File: config.mk
export PLATFORM = sky130hd
export DESIGN_NAME = int_to_radix_digits_top
export DESIGN_NICKNAME = d
export VERILOG_FILES = /design/src/hdl/itdr_pkg.sv /design/src/hdl/int_to_radix_digits_top.sv /design/src/hdl/itdr_div.sv
export SDC_FILE = /design/constraint.sdc
export NUM_CORES = 1
export LEC_CHECK = 0
export ABC_AREA = 1
export BUFFER_PORTS_ARGS = -buffer_cell sky130_fd_sc_hd__buf_4
export CAP_MARGIN = 20
export CORE_UTILIZATION = 49
export CTS_CLUSTER_SIZE = 25
export DETAILED_ROUTE_END_ITERATION = 16
export PLACE_DENSITY = 0.67
export SLEW_MARGIN = 20
export SYNTH_ARGS = -nofsm -noshare
export SYNTH_HDL_FRONTEND = slang
export SYNTH_HIERARCHICAL = 1
export SYNTH_SLANG_ARGS = --single-unit
File: constraint.sdc
create_clock -name clk -period 23.9 [get_ports clk]
set_input_delay 2.39 -clock clk [delete_from_list [all_inputs] [get_ports clk]]
set_output_delay 2.39 -clock clk [all_outputs]
set_load 0.1 [all_outputs]
File: src/hdl/itdr_pkg.sv
// ----------------------------------------------------------------------------
// itdr_pkg: shared types and constants for the integer to radix digits block
// Holds the radix limits, ASCII codes, divider step size and sequencer states.
// ----------------------------------------------------------------------------
`default_nettype none

package itdr_pkg;

  localparam int unsigned VALUE_WIDTH_DEF = 32;
  localparam int unsigned STEP_BITS       = 8;   // quotient bits per divider cycle
  localparam int unsigned RADIX_W         = 6;
  localparam int unsigned CHAR_W          = 7;
  localparam int unsigned POS_W           = 5;
  localparam int unsigned MAX_DIGITS      = 32;

  localparam logic [RADIX_W-1:0] RADIX_RESET = 6'd10;
  localparam logic [RADIX_W-1:0] RADIX_MIN   = 6'd2;
  localparam logic [RADIX_W-1:0] RADIX_MAX   = 6'd36;
  localparam logic [RADIX_W-1:0] DEC_BASE    = 6'd10;
  localparam logic [CHAR_W-1:0]  CHAR_ZERO   = 7'h30;
  localparam logic [CHAR_W-1:0]  CHAR_A      = 7'h41;
  localparam logic [POS_W-1:0]   POS_LAST    = 5'(MAX_DIGITS - 1);

  typedef enum logic [1:0] {
    ST_IDLE,
    ST_DIV,
    ST_OUT
  } itdr_state_t;

  // digit value 0..35 to '0'..'9', 'A'..'Z'
  function automatic logic [CHAR_W-1:0] digit_ascii(input logic [RADIX_W-1:0] d);
    logic [CHAR_W-1:0] d_ext;
    d_ext = {1'b0, d};
    if (d < DEC_BASE) begin
      digit_ascii = CHAR_ZERO + d_ext;
    end else begin
      digit_ascii = CHAR_A + d_ext - {1'b0, DEC_BASE};
    end
  endfunction

endpackage

`default_nettype wire

File: src/hdl/int_to_radix_digits_top.sv
// ----------------------------------------------------------------------------
// int_to_radix_digits_top: signed integer to ASCII digits in base 2..36
// Emits one beat per digit, least significant first, by repeated division.
// ----------------------------------------------------------------------------
//  channel  | dir | signals                       | content
//  ---------+-----+-------------------------------+------------------------------
//  s_       | in  | tvalid tready tdata[31:0]     | value (two's complement)
//  m_       | out | tvalid tready tdata tuser tlast| digit_char, position, sign, last
//  radix_   | in  | we wdata[5:0]                 | number base, reset 10
//
//  Each digit is worked out in the shared divider (8 quotient bits per cycle);
//  its remainder and quotient are then captured and the digit is sent as a beat.
//  s_tready is high only between items; a stalled m_ side holds the digit
//  and the next division waits. Synchronous reset returns to idle, radix 10.
// ----------------------------------------------------------------------------
`default_nettype none

module int_to_radix_digits_top #(
  parameter int unsigned VALUE_WIDTH = itdr_pkg::VALUE_WIDTH_DEF
) (
  input  wire logic        clk,
  input  wire logic        rst,
  input  wire logic        s_tvalid,
  output logic             s_tready,
  input  wire logic [31:0] s_tdata,   // [31:0] value
  output logic             m_tvalid,
  input  wire logic        m_tready,
  output logic [15:0]      m_tdata,   // [6:0] digit_char, [11:7] digit_position, 0 pad
  output logic             m_tuser,   // [0] is_negative
  output logic             m_tlast,   // last_digit
  input  wire logic        radix_we,
  input  wire logic [5:0]  radix_wdata
);
  import itdr_pkg::*;

  localparam int unsigned MAG_W = (VALUE_WIDTH < 32) ? VALUE_WIDTH : 32;
  localparam int unsigned DIV_W = ((MAG_W + STEP_BITS - 1) / STEP_BITS) * STEP_BITS;
  localparam logic        SIGNED_IN = (VALUE_WIDTH <= 32);

  itdr_state_t        state, state_next;
  logic [RADIX_W-1:0] radix;
  logic [RADIX_W-1:0] base;
  logic [MAG_W-1:0]   mag;
  logic               neg;
  logic [POS_W-1:0]   pos;
  logic [CHAR_W-1:0]  out_char;
  logic               out_last;

  logic               in_beat, out_beat;
  logic               div_start, div_done;
  logic [DIV_W-1:0]   div_dividend, div_quot;
  logic [RADIX_W-1:0] div_rem;
  logic [RADIX_W-1:0] base_in;
  logic [MAG_W-1:0]   v_low, mag_in;
  logic               neg_in;

  assign in_beat  = s_tvalid & s_tready;
  assign out_beat = m_tvalid & m_tready;

  // clamp radix into 2..36
  always_comb begin
    if (radix < RADIX_MIN) begin
      base_in = RADIX_MIN;
    end else if (radix > RADIX_MAX) begin
      base_in = RADIX_MAX;
    end else begin
      base_in = radix;
    end
  end

  // magnitude in unsigned arithmetic so the most negative value converts exactly
  assign v_low  = s_tdata[MAG_W-1:0];
  assign neg_in = SIGNED_IN & v_low[MAG_W-1];
  assign mag_in = neg_in ? (~v_low + 1'b1) : v_low;

  assign div_dividend = (state == ST_IDLE) ? DIV_W'(mag_in) : DIV_W'(mag);

  itdr_div #(
    .DIV_W(DIV_W)
  ) u_div (
    .clk      (clk),
    .rst      (rst),
    .start    (div_start),
    .dividend (div_dividend),
    .divisor  ((state == ST_IDLE) ? base_in : base),
    .done     (div_done),
    .quotient (div_quot),
    .remainder(div_rem)
  );

  // next state
  always_comb begin
    state_next = state;
    case (state)
      ST_IDLE: begin
        if (s_tvalid) state_next = ST_DIV;
      end
      ST_DIV: begin
        if (div_done) state_next = ST_OUT;
      end
      ST_OUT: begin
        if (m_tready) state_next = out_last ? ST_IDLE : ST_DIV;
      end
      default: state_next = ST_IDLE;
    endcase
  end

  // outputs
  always_comb begin
    s_tready  = 1'b0;
    m_tvalid  = 1'b0;
    div_start = 1'b0;
    case (state)
      ST_IDLE: begin
        s_tready  = 1'b1;
        div_start = s_tvalid;
      end
      ST_DIV: begin
      end
      ST_OUT: begin
        m_tvalid  = 1'b1;
        div_start = m_tready & ~out_last;
      end
      default: begin
      end
    endcase
  end

  always_ff @(posedge clk) begin
    if (rst) begin
      state <= ST_IDLE;
      radix <= RADIX_RESET;
    end else begin
      state <= state_next;
      if (radix_we) radix <= radix_wdata;
    end
  end

  always_ff @(posedge clk) begin
    if (in_beat) begin
      base <= base_in;
      neg  <= neg_in;
      mag  <= mag_in;
      pos  <= '0;
    end else if (out_beat) begin
      pos  <= pos + 1'b1;
    end
    if (state == ST_DIV && div_done) begin
      out_char <= digit_ascii(div_rem);
      mag      <= div_quot[MAG_W-1:0];
      out_last <= (div_quot == '0) || (pos == POS_LAST);
    end
  end

  assign m_tdata = {4'b0, pos, out_char};
  assign m_tuser = neg;
  assign m_tlast = out_last;

  a_div_done_in_div: assert property (@(posedge clk) disable iff (rst)
    div_done |-> (state == ST_DIV))
    else $error("divider finished outside the divide state");

  a_no_overlap: assert property (@(posedge clk) disable iff (rst)
    !(s_tready && m_tvalid))
    else $error("input taken while a digit is pending");

  a_last_frees_input: assert property (@(posedge clk) disable iff (rst)
    (out_beat && m_tlast) |=> s_tready)
    else $error("block not idle after the last digit");

  a_pos_advance: assert property (@(posedge clk) disable iff (rst)
    (out_beat && !m_tlast) |=> (pos == POS_W'($past(pos) + 1'b1)))
    else $error("digit position did not advance");

endmodule

`default_nettype wire

File: src/hdl/itdr_div.sv
// ----------------------------------------------------------------------------
// itdr_div: iterative divider by a small base
// Restoring division of a wide dividend by a 6-bit divisor, STEP_BITS
// quotient bits per cycle; pulses done with quotient and remainder ready.
// ----------------------------------------------------------------------------
`default_nettype none

module itdr_div #(
  parameter int unsigned DIV_W = 4 * itdr_pkg::STEP_BITS
) (
  input  wire logic                         clk,
  input  wire logic                         rst,
  input  wire logic                         start,
  input  wire logic [DIV_W-1:0]             dividend,
  input  wire logic [itdr_pkg::RADIX_W-1:0] divisor,
  output logic                              done,
  output logic [DIV_W-1:0]                  quotient,
  output logic [itdr_pkg::RADIX_W-1:0]      remainder
);
  import itdr_pkg::*;

  localparam int unsigned CHUNKS = DIV_W / STEP_BITS;
  localparam int unsigned CNT_W  = (CHUNKS > 1) ? $clog2(CHUNKS) : 1;

  logic [DIV_W-1:0]     work;
  logic [RADIX_W-1:0]   rem;
  logic [CNT_W-1:0]     cnt;
  logic                 run;

  logic [STEP_BITS-1:0] q_bits;
  logic [RADIX_W-1:0]   rem_next;

  // one chunk of dividend bits through a short chain of compare-subtract
  always_comb begin
    logic [STEP_BITS-1:0] chunk;
    logic [RADIX_W:0]     trial;
    chunk    = work[DIV_W-1 -: STEP_BITS];
    rem_next = rem;
    q_bits   = '0;
    for (int i = STEP_BITS - 1; i >= 0; i--) begin
      trial = {rem_next, chunk[i]};
      if (trial >= {1'b0, divisor}) begin
        rem_next  = RADIX_W'(trial - {1'b0, divisor});
        q_bits[i] = 1'b1;
      end else begin
        rem_next  = RADIX_W'(trial);
      end
    end
  end

  always_ff @(posedge clk) begin
    if (rst) begin
      run  <= 1'b0;
      done <= 1'b0;
      cnt  <= '0;
    end else begin
      done <= 1'b0;
      if (start) begin
        run <= 1'b1;
        cnt <= CNT_W'(CHUNKS - 1);
      end else if (run) begin
        cnt <= cnt - 1'b1;
        if (cnt == '0) begin
          run  <= 1'b0;
          done <= 1'b1;
        end
      end
    end
  end

  always_ff @(posedge clk) begin
    if (start) begin
      work <= dividend;
      rem  <= '0;
    end else if (run) begin
      // shift the consumed chunk out, quotient bits in at the bottom
      work <= DIV_W'({work, q_bits});
      rem  <= rem_next;
    end
  end

  assign quotient  = work;
  assign remainder = rem;

endmodule

`default_nettype wire

Word-level counts from Yosys, hierarchy flattened:

Index checks and enable logic that the tools add are counted.

* register bits: 102
* input port bits: 43
* output and inout port bits: 20
* logic and storage cells: 99

* add/sub/neg operators: 14
* magnitude comparators: 11
* eq/ne operators: 6
* mux-type cells: 40
* bitwise gates (word level): 6
* reduce and logical (&&, ||, !) cells: 9

Operators with widths (count)
* 2-to-1 mux 32 bit: 6
* 2-to-1 mux 6 bit: 11
* greater-or-equal comparator 7 x 6 -> 1 bit: 8
* subtractor 6 bit: 8
* adder 32 x 1 -> 32 bit (second input constant): 1
* logical NOT 32 bit: 1
* inverter 32 bit: 1
* 2-to-1 mux 1 bit: 15
* 2-to-1 mux 2 bit: 5
* adder 6 x 6 -> 7 bit (first input constant): 1
* adder 7 x 6 -> 7 bit (first input constant): 1
* 2-to-1 mux 7 bit: 1
* subtractor 7 x 4 -> 7 bit (second input constant): 1
* greater-than comparator 6 bit (second input constant): 1
* less-than comparator 6 x 2 -> 1 bit (second input constant): 1
* less-than comparator 6 x 4 -> 1 bit (second input constant): 1
* one-hot mux 2 bit (3 select lines): 1
* adder 5 x 1 -> 5 bit (second input constant): 1
* == test 5 bit (second input constant): 1
* logical NOT 2 bit: 2
* != test 2 bit (second input constant): 2
* nonzero test 2 bit: 2
* AND 1 bit: 3
* AND reduction 3 bit: 1
* other kinds (9): 10

Longest topological paths before layout:

* word-level depth: 22
* mapped depth: 94
* mapped depth without buffers: 93

Hierarchy:

The synthesis kept the hierarchy.

By module, submodules not included
* itdr_div: times used 1, cells an instance 622, area an instance 4555.6 um^2, seq. area each 1161.1 um^2
* int_to_radix_digits_top: times used 1, cells an instance 593, area an instance 4155.2 um^2, seq. area each 1671.6 um^2

Worst setup path after synthesis:

OpenSTA, ideal clock, no wires.

* path kind: reg2reg
* start: register state[0]
* end: register u_div.work[0], in the netlist u_div/quotient[0], data pin
* setup time: 0.272 ns
* arrival time: 13.659 ns
* required time: 23.628 ns
* path slack: 9.970 ns
* stages on the path, launching flop included: 84
* path buffers: 1
* period minus slack after synthesis: 13.930 ns
* path through: dfxtp_1 -> nor2_1 -> clkbuf_1 -> nand2_1 -> nand2_1 -> inv_1 -> ha_1 -> nand3_1 -> nand2_1 -> nand2_2 -> nand3_4 -> nand2_1 -> nand2_1 -> ha_1 -> a21o_1 -> nand2_1 -> nand3_1 -> nand2_1 -> (+48 left out) -> a31oi_1 -> o31ai_1 -> a21oi_1 -> inv_1 -> nor2_4 -> nand3_1 -> nand2_1 -> inv_1 -> ha_1 -> inv_1 -> o21bai_1 -> a21oi_1 -> nor2_1 -> nor2_1 -> o21a_1 -> inv_1 -> nor2_4 -> a31oi_1

* cells in the longest elaborated chain, start to end: 20

Ends and longest elaborated chain
* from (decl): line int_to_radix_digits_top.sv:40 `itdr_state_t state, state_next;`
* from (signal assigned): line int_to_radix_digits_top.sv:134 `state <= state_next;`
* logical NOT 2 bit: line int_to_radix_digits_top.sv:76, int_to_radix_digits_top.sv:85, int_to_radix_digits_top.sv:113
* 2-to-1 mux 6 bit: line int_to_radix_digits_top.sv:85 `.divisor ((state == ST_IDLE) ? base_in : base),`
* subtractor 6 bit / greater-or-equal comparator 7 x 6 -> 1 bit (equally long branches): line itdr_div.sv:43, itdr_div.sv:42
* 2-to-1 mux 6 bit: line itdr_div.sv:42 `if (trial >= {1'b0, divisor}) begin`
* subtractor 6 bit / greater-or-equal comparator 7 x 6 -> 1 bit (equally long branches): line itdr_div.sv:43, itdr_div.sv:42
* 2-to-1 mux 6 bit: line itdr_div.sv:42
* subtractor 6 bit / greater-or-equal comparator 7 x 6 -> 1 bit (equally long branches): line itdr_div.sv:43, itdr_div.sv:42
* 2-to-1 mux 6 bit: line itdr_div.sv:42
* (+4 left out)
* subtractor 6 bit / greater-or-equal comparator 7 x 6 -> 1 bit (equally long branches): line itdr_div.sv:43, itdr_div.sv:42
* 2-to-1 mux 6 bit: line itdr_div.sv:42
* greater-or-equal comparator 7 x 6 -> 1 bit / subtractor 6 bit (equally long branches): line itdr_div.sv:42, itdr_div.sv:43
* 2-to-1 mux 6 bit: line itdr_div.sv:42
* greater-or-equal comparator 7 x 6 -> 1 bit: line itdr_div.sv:42
* 2-to-1 mux 1 bit: line itdr_div.sv:42
* 2-to-1 mux 32 bit: line itdr_div.sv:75 `end else if (run) begin`
* 2-to-1 mux 32 bit *: line itdr_div.sv:72 `if (start) begin`
* to (signal assigned): line itdr_div.sv:73 `work <= dividend;`
* to (signal assigned): line itdr_div.sv:77 `work <= DIV_W'({work, q_bits});`
* to (decl): line itdr_div.sv:25 `logic [DIV_W-1:0] work;`

Mark *: on every way between the ends. The rest lies on a longest branch, timed or not. The select of a mux whose other input is x is not followed.
A chain may end at the register's enable or synchronous reset.

Final worst setup path:

Ends and elaborated chain as after synthesis.

==> flow_summary.html <==
<table>
<tr><th>Metric</th><th>Value</th></tr>
<tr><th colspan="2">Critical path</th></tr>
<tr><td>Worst r2r path cells</td><td>84</td></tr>
<tr><td>Cell class contributing the biggest share of worst-path delay</td><td>compound AO/OA/AOI/OAI gates</td></tr>
<tr><td>Register-to-register setup slack</td><td>8.73 ns</td></tr>
<tr><td>Required time of the critical path</td><td>23.99 ns</td></tr>
<tr><td>Number of buffer and inverter stages on the critical path</td><td>14</td></tr>
<tr><td>Start-to-end type of the worst setup path</td><td>reg2reg</td></tr>
<tr><td>Capturing element type of the critical path</td><td>register</td></tr>
<tr><td>Capture instance of the worst register-to-register path</td><td>u_div/quotient[0]</td></tr>
<tr><td>FF-to-FF Start</td><td>state[0]</td></tr>
<tr><td>Crit-path most repeated cell</td><td>sky130_fd_sc_hd__nand2_1</td></tr>
<tr><td>Critical Path Start Type</td><td>register</td></tr>
<tr><td>Data arrival time of the critical path</td><td>15.26 ns</td></tr>
<tr><td>Critical path origin</td><td>state[0]</td></tr>
<tr><td>CP max FO</td><td>39</td></tr>
<tr><td>Master of the slowest instance on the critical path</td><td>sky130_fd_sc_hd__a221oi_1</td></tr>
<tr><td>Stage delay of the slowest cell on the critical path</td><td>0.60 ns</td></tr>
<tr><th colspan="2">Synthesis</th></tr>
<tr><td>Leading cell types by count after synthesis</td><td>sky130_fd_sc_hd__nand2_1 (482), sky130_fd_sc_hd__inv_1 (127), sky130_fd_sc_hd__edfxtp_1 (79), sky130_fd_sc_hd__nand3_1 (77), sky130_fd_sc_hd__nor2_1 (65)</td></tr>
<tr><td>Largest cells by area after synthesis</td><td>sky130_fd_sc_hd__edfxtp_1 (27%), sky130_fd_sc_hd__nand2_1 (21%), sky130_fd_sc_hd__ha_1 (7.9%)</td></tr>
<tr><td>Portion of the post-synthesis area used by sequential elements</td><td>32.5%</td></tr>
<tr><td>Number of flops mapped to enable cells by yosys</td><td>79</td></tr>
<tr><td>Flops &amp; latches, synth</td><td>102</td></tr>
<tr><td>Avg Synthesized Cell Area</td><td>7.17 µm²</td></tr>
<tr><td>Most frequent cell after synthesis</td><td>sky130_fd_sc_hd__nand2_1</td></tr>
<tr><td>Cell area after synthesis</td><td>8710 µm²</td></tr>
<tr><td>Gate Count Post-Synth</td><td>1,215</td></tr>
<tr><td>Number of library cell types mapped by synthesis</td><td>52</td></tr>
<tr><td>Cell type contributing the most total cell area after synthesis</td><td>sky130_fd_sc_hd__edfxtp_1</td></tr>
<tr><td>Fraction of registers with async set or reset after synthesis</td><td>0%</td></tr>
<tr><td>Total of warnings raised by yosys</td><td>6</td></tr>
<tr><td>Area share of the largest cell type after synthesis</td><td>27.2%</td></tr>
<tr><td>Commonest register cell after synthesis</td><td>sky130_fd_sc_hd__edfxtp_1</td></tr>
<tr><th colspan="2">Die</th></tr>
<tr><td>Io pins</td><td>63</td></tr>
<tr><td>Floorplan Core Area</td><td>17,400 µm²</td></tr>
<tr><td>Die width</td><td>135 µm</td></tr>
<tr><td>Die span in y</td><td>135 µm</td></tr>
<tr><td>Die outline area</td><td>18,300 µm²</td></tr>
<tr><td>Row cnt</td><td>48</td></tr>
<tr><td>Effective utilization at floorplan</td><td>50.2%</td></tr>
<tr><th colspan="2">Place</th></tr>
<tr><td>Number of port buffers</td><td>58</td></tr>
<tr><td>Routability Congestion</td><td>0.958</td></tr>
<tr><td>Half-perimeter wire length of the detailed placement result</td><td>17,800 µm</td></tr>
<tr><th colspan="2">Min path</th></tr>
<tr><td>Path type of the worst min-delay path</td><td>reg2reg</td></tr>
<tr><td>Worst Hold Path Cells</td><td>2</td></tr>
<tr><td>Worst-case hold path end point</td><td>u_div/cnt[1]</td></tr>
<tr><td>Hold path start</td><td>u_div/cnt[1]</td></tr>
<tr><th colspan="2">Layout</th></tr>
<tr><td>Count of inserted antenna diode cells</td><td>0</td></tr>
<tr><td>Proportion of layout cells with a drive suffix above 1</td><td>12.0%</td></tr>
<tr><td>Post-synthesis to final-layout area growth</td><td>11.0%</td></tr>
<tr><td>Total number of nets in the final design</td><td>1,371</td></tr>
<tr><th colspan="2">STA</th></tr>
<tr><td>Crit share post-route</td><td>63.5%</td></tr>
<tr><td>Worst slew pin tran</td><td>0.922 ns</td></tr>
<tr><td>Minimum clock period</td><td>15.17 ns</td></tr>
<tr><td>Summed negative setup slack over all endpoints</td><td>0 ns</td></tr>
<tr><td>Final setup fails</td><td>0</td></tr>
<tr><td>RSZ-0062 raised after global routing</td><td>no</td></tr>
<tr><td>Post-Route Hold Slack</td><td>0.484 ns</td></tr>
<tr><td>Final number of max-transition violations</td><td>0</td></tr>
<tr><td>Clk_skew</td><td>0.0132 ns</td></tr>
<tr><td>Remaining max-slew budget at the tightest pin</td><td>38.3%</td></tr>
<tr><td>Upper clock frequency limit</td><td>0.0659 GHz</td></tr>
<tr><td>Hold Fails Final Rpt</td><td>0</td></tr>
<tr><th colspan="2">Routing</th></tr>
<tr><td>Pre-Repair DR Iteration Count</td><td>5</td></tr>
<tr><td>Wire per inst</td><td>15.7 µm</td></tr>
<tr><td>Total detailed-routing wirelength</td><td>23,500 µm</td></tr>
<tr><td>Number of DRC violations after detailed routing</td><td>0</td></tr>
<tr><td>DRC violation total after the first TritonRoute iteration</td><td>745</td></tr>
<tr><td>Number of antenna-violating nets in the routed design</td><td>0</td></tr>
<tr><td>Via/cell ratio</td><td>5.34</td></tr>
<tr><td>Via count</td><td>7,981</td></tr>
<tr><th colspan="2">Clock tree</th></tr>
<tr><td>CTS tree</td><td>built</td></tr>
<tr><td>Root Buffer Master</td><td>sky130_fd_sc_hd__clkbuf_16</td></tr>
<tr><td>CTS Hold Bufs</td><td>0</td></tr>
<tr><td>TritonCTS Sinks</td><td>102</td></tr>
<tr><td>Reg clk slew, reported paths</td><td>0.08 ns</td></tr>
<tr><td>Number of buffers inserted to repair setup after CTS</td><td>0</td></tr>
<tr><td>Source-to-sink clock delay at the later pin of the worst-skew pair</td><td>0.36 ns</td></tr>
<tr><td>Number of buffers created by CTS</td><td>9</td></tr>
<tr><td>Number of gates resized after CTS</td><td>0</td></tr>
<tr><td>Max Root-Sink Buffers</td><td>2</td></tr>
<tr><td>H-tree lvl count</td><td>3</td></tr>
<tr><th colspan="2">Flow run</th></tr>
<tr><td>Count of maximum capacitance violations</td><td>0</td></tr>
<tr><th colspan="2">Global routing</th></tr>
<tr><td>Via count of the first global-routing pass</td><td>7,224</td></tr>
<tr><td>Number of antenna violations at the first check in global routing</td><td>0</td></tr>
<tr><td>Total Routing Usage GR</td><td>26.6%</td></tr>
<tr><td>Grt total ovfl</td><td>0</td></tr>
<tr><td>Wire length of the first global-routing pass</td><td>37,700 µm</td></tr>
<tr><td>Maximum number of pins on one net before global-route repair</td><td>41</td></tr>
<tr><th colspan="2">Run status</th></tr>
<tr><td>Result of the run</td><td>complete, no violations</td></tr>
</table>
layout by cell type, fill, tap and decap left out, types with 5 or more instances in the layout:
master                      count
sky130_fd_sc_hd__nand2_1      482
sky130_fd_sc_hd__inv_1        126
sky130_fd_sc_hd__edfxtp_1      79
sky130_fd_sc_hd__nand3_1       77
sky130_fd_sc_hd__buf_4         65
sky130_fd_sc_hd__nor2_1        64
sky130_fd_sc_hd__ha_1          55
sky130_fd_sc_hd__o21ai_0       36
sky130_fd_sc_hd__a21oi_1       33
sky130_fd_sc_hd__xor2_1        32
sky130_fd_sc_hd__nand4_1       28
sky130_fd_sc_hd__dfxtp_1       23
sky130_fd_sc_hd__nor2_2        16
sky130_fd_sc_hd__xnor2_1       16
sky130_fd_sc_hd__a31oi_1       13
sky130_fd_sc_hd__nand2_2       12
sky130_fd_sc_hd__clkbuf_16      9
sky130_fd_sc_hd__nor4_1         8
sky130_fd_sc_hd__fa_1           8
sky130_fd_sc_hd__nand3_4        7
sky130_fd_sc_hd__inv_2          6
sky130_fd_sc_hd__nor2_4         6
sky130_fd_sc_hd__nor3_1         5
sky130_fd_sc_hd__o21ai_1        5
sky130_fd_sc_hd__o21bai_1       5
sky130_fd_sc_hd__nand2_4        5
per-layer routing:
metal / share of wire, % / vias up / track usage, %
li1: - / 4063 / -
met1: 46 / 3577 / 37.9
met2: 45 / 309 / 41.8
met3: 7.3 / 32 / 4.26
met4: 1.8 / 0 / 6.49
met5: 0 / - / 0
registers in the layout, summed over array words and instances (netlist names), 2 cells and up:
register / cells
u_div/quotient: 32
base: 6
u_div/remainder: 6
pos: 5
mag: 32
out_char: 7
radix: 6
u_div/cnt: 2
state: 2
worst max path at each step:
stage	to	slack [ns]	cells after the start
floorplan	u_div/quotient[0]	9.97	83
global placement	u_div/quotient[0]	9.48	83
detailed placement	u_div/quotient[0]	8.87	84
CTS	u_div/quotient[0]	8.85	84
global route	u_div/remainder[3]	7.23	86
finish	u_div/quotient[0]	8.73	84
worst register-to-register path: cells and delay by family, from the launching register on:
kind,cells,cell delay [ns]
buffers and inverters,14,1.74
adder cells (fa/ha/maj),8,2.70
AND/OR/NAND/NOR,35,4.59
AO/OA/AOI/OAI,27,5.47
flip-flops,1,0.40
cell families after synthesis:
| logic type | Yosys count | share of synthesized area [%] |
|---|---|---|
| AOI/OAI and AO/OA | 113 | 7.63 |
| xor gates and xnor gates | 49 | 5.01 |
| adders and majority gates | 63 | 9.74 |
| buffers and inverters | 162 | 7.43 |
| DFF | 102 | 32.5 |
| other | 1 | 0.0430 |
| and+or+nand+nor | 725 | 37.6 |
cell type report:
type | instances | area (µm²)
fill | 1705 | 7690
multi-input combinational | 954 | 5250
sequential | 102 | 2830
inverter | 133 | 499
timing repair buffer | 65 | 488
tap | 225 | 282
clock buffer | 9 | 225
clock inverter | 7 | 92.6
metrics by stage:
| stage | std cells | util, % | worst slack (ns) | instance area, µm² |
|---|---|---|---|---|
| final | 1495 | 55.7 | 8.73 | 9670 |
| after global routing | 1495 | 55.7 | 7.23 | 9670 |
| after CTS | 1495 | 55.7 | 8.85 | 9670 |
| after detailed placement | 1479 | 53.9 | 8.87 | 9350 |
| after global placement | 1479 | 53.9 | 9.48 | 9350 |
| after floorplan | 1218 | - | 9.97 | 8720 |
Power is not shown: default switching activity piles up to over one toggle a cycle in this logic, so the estimate is an artifact.
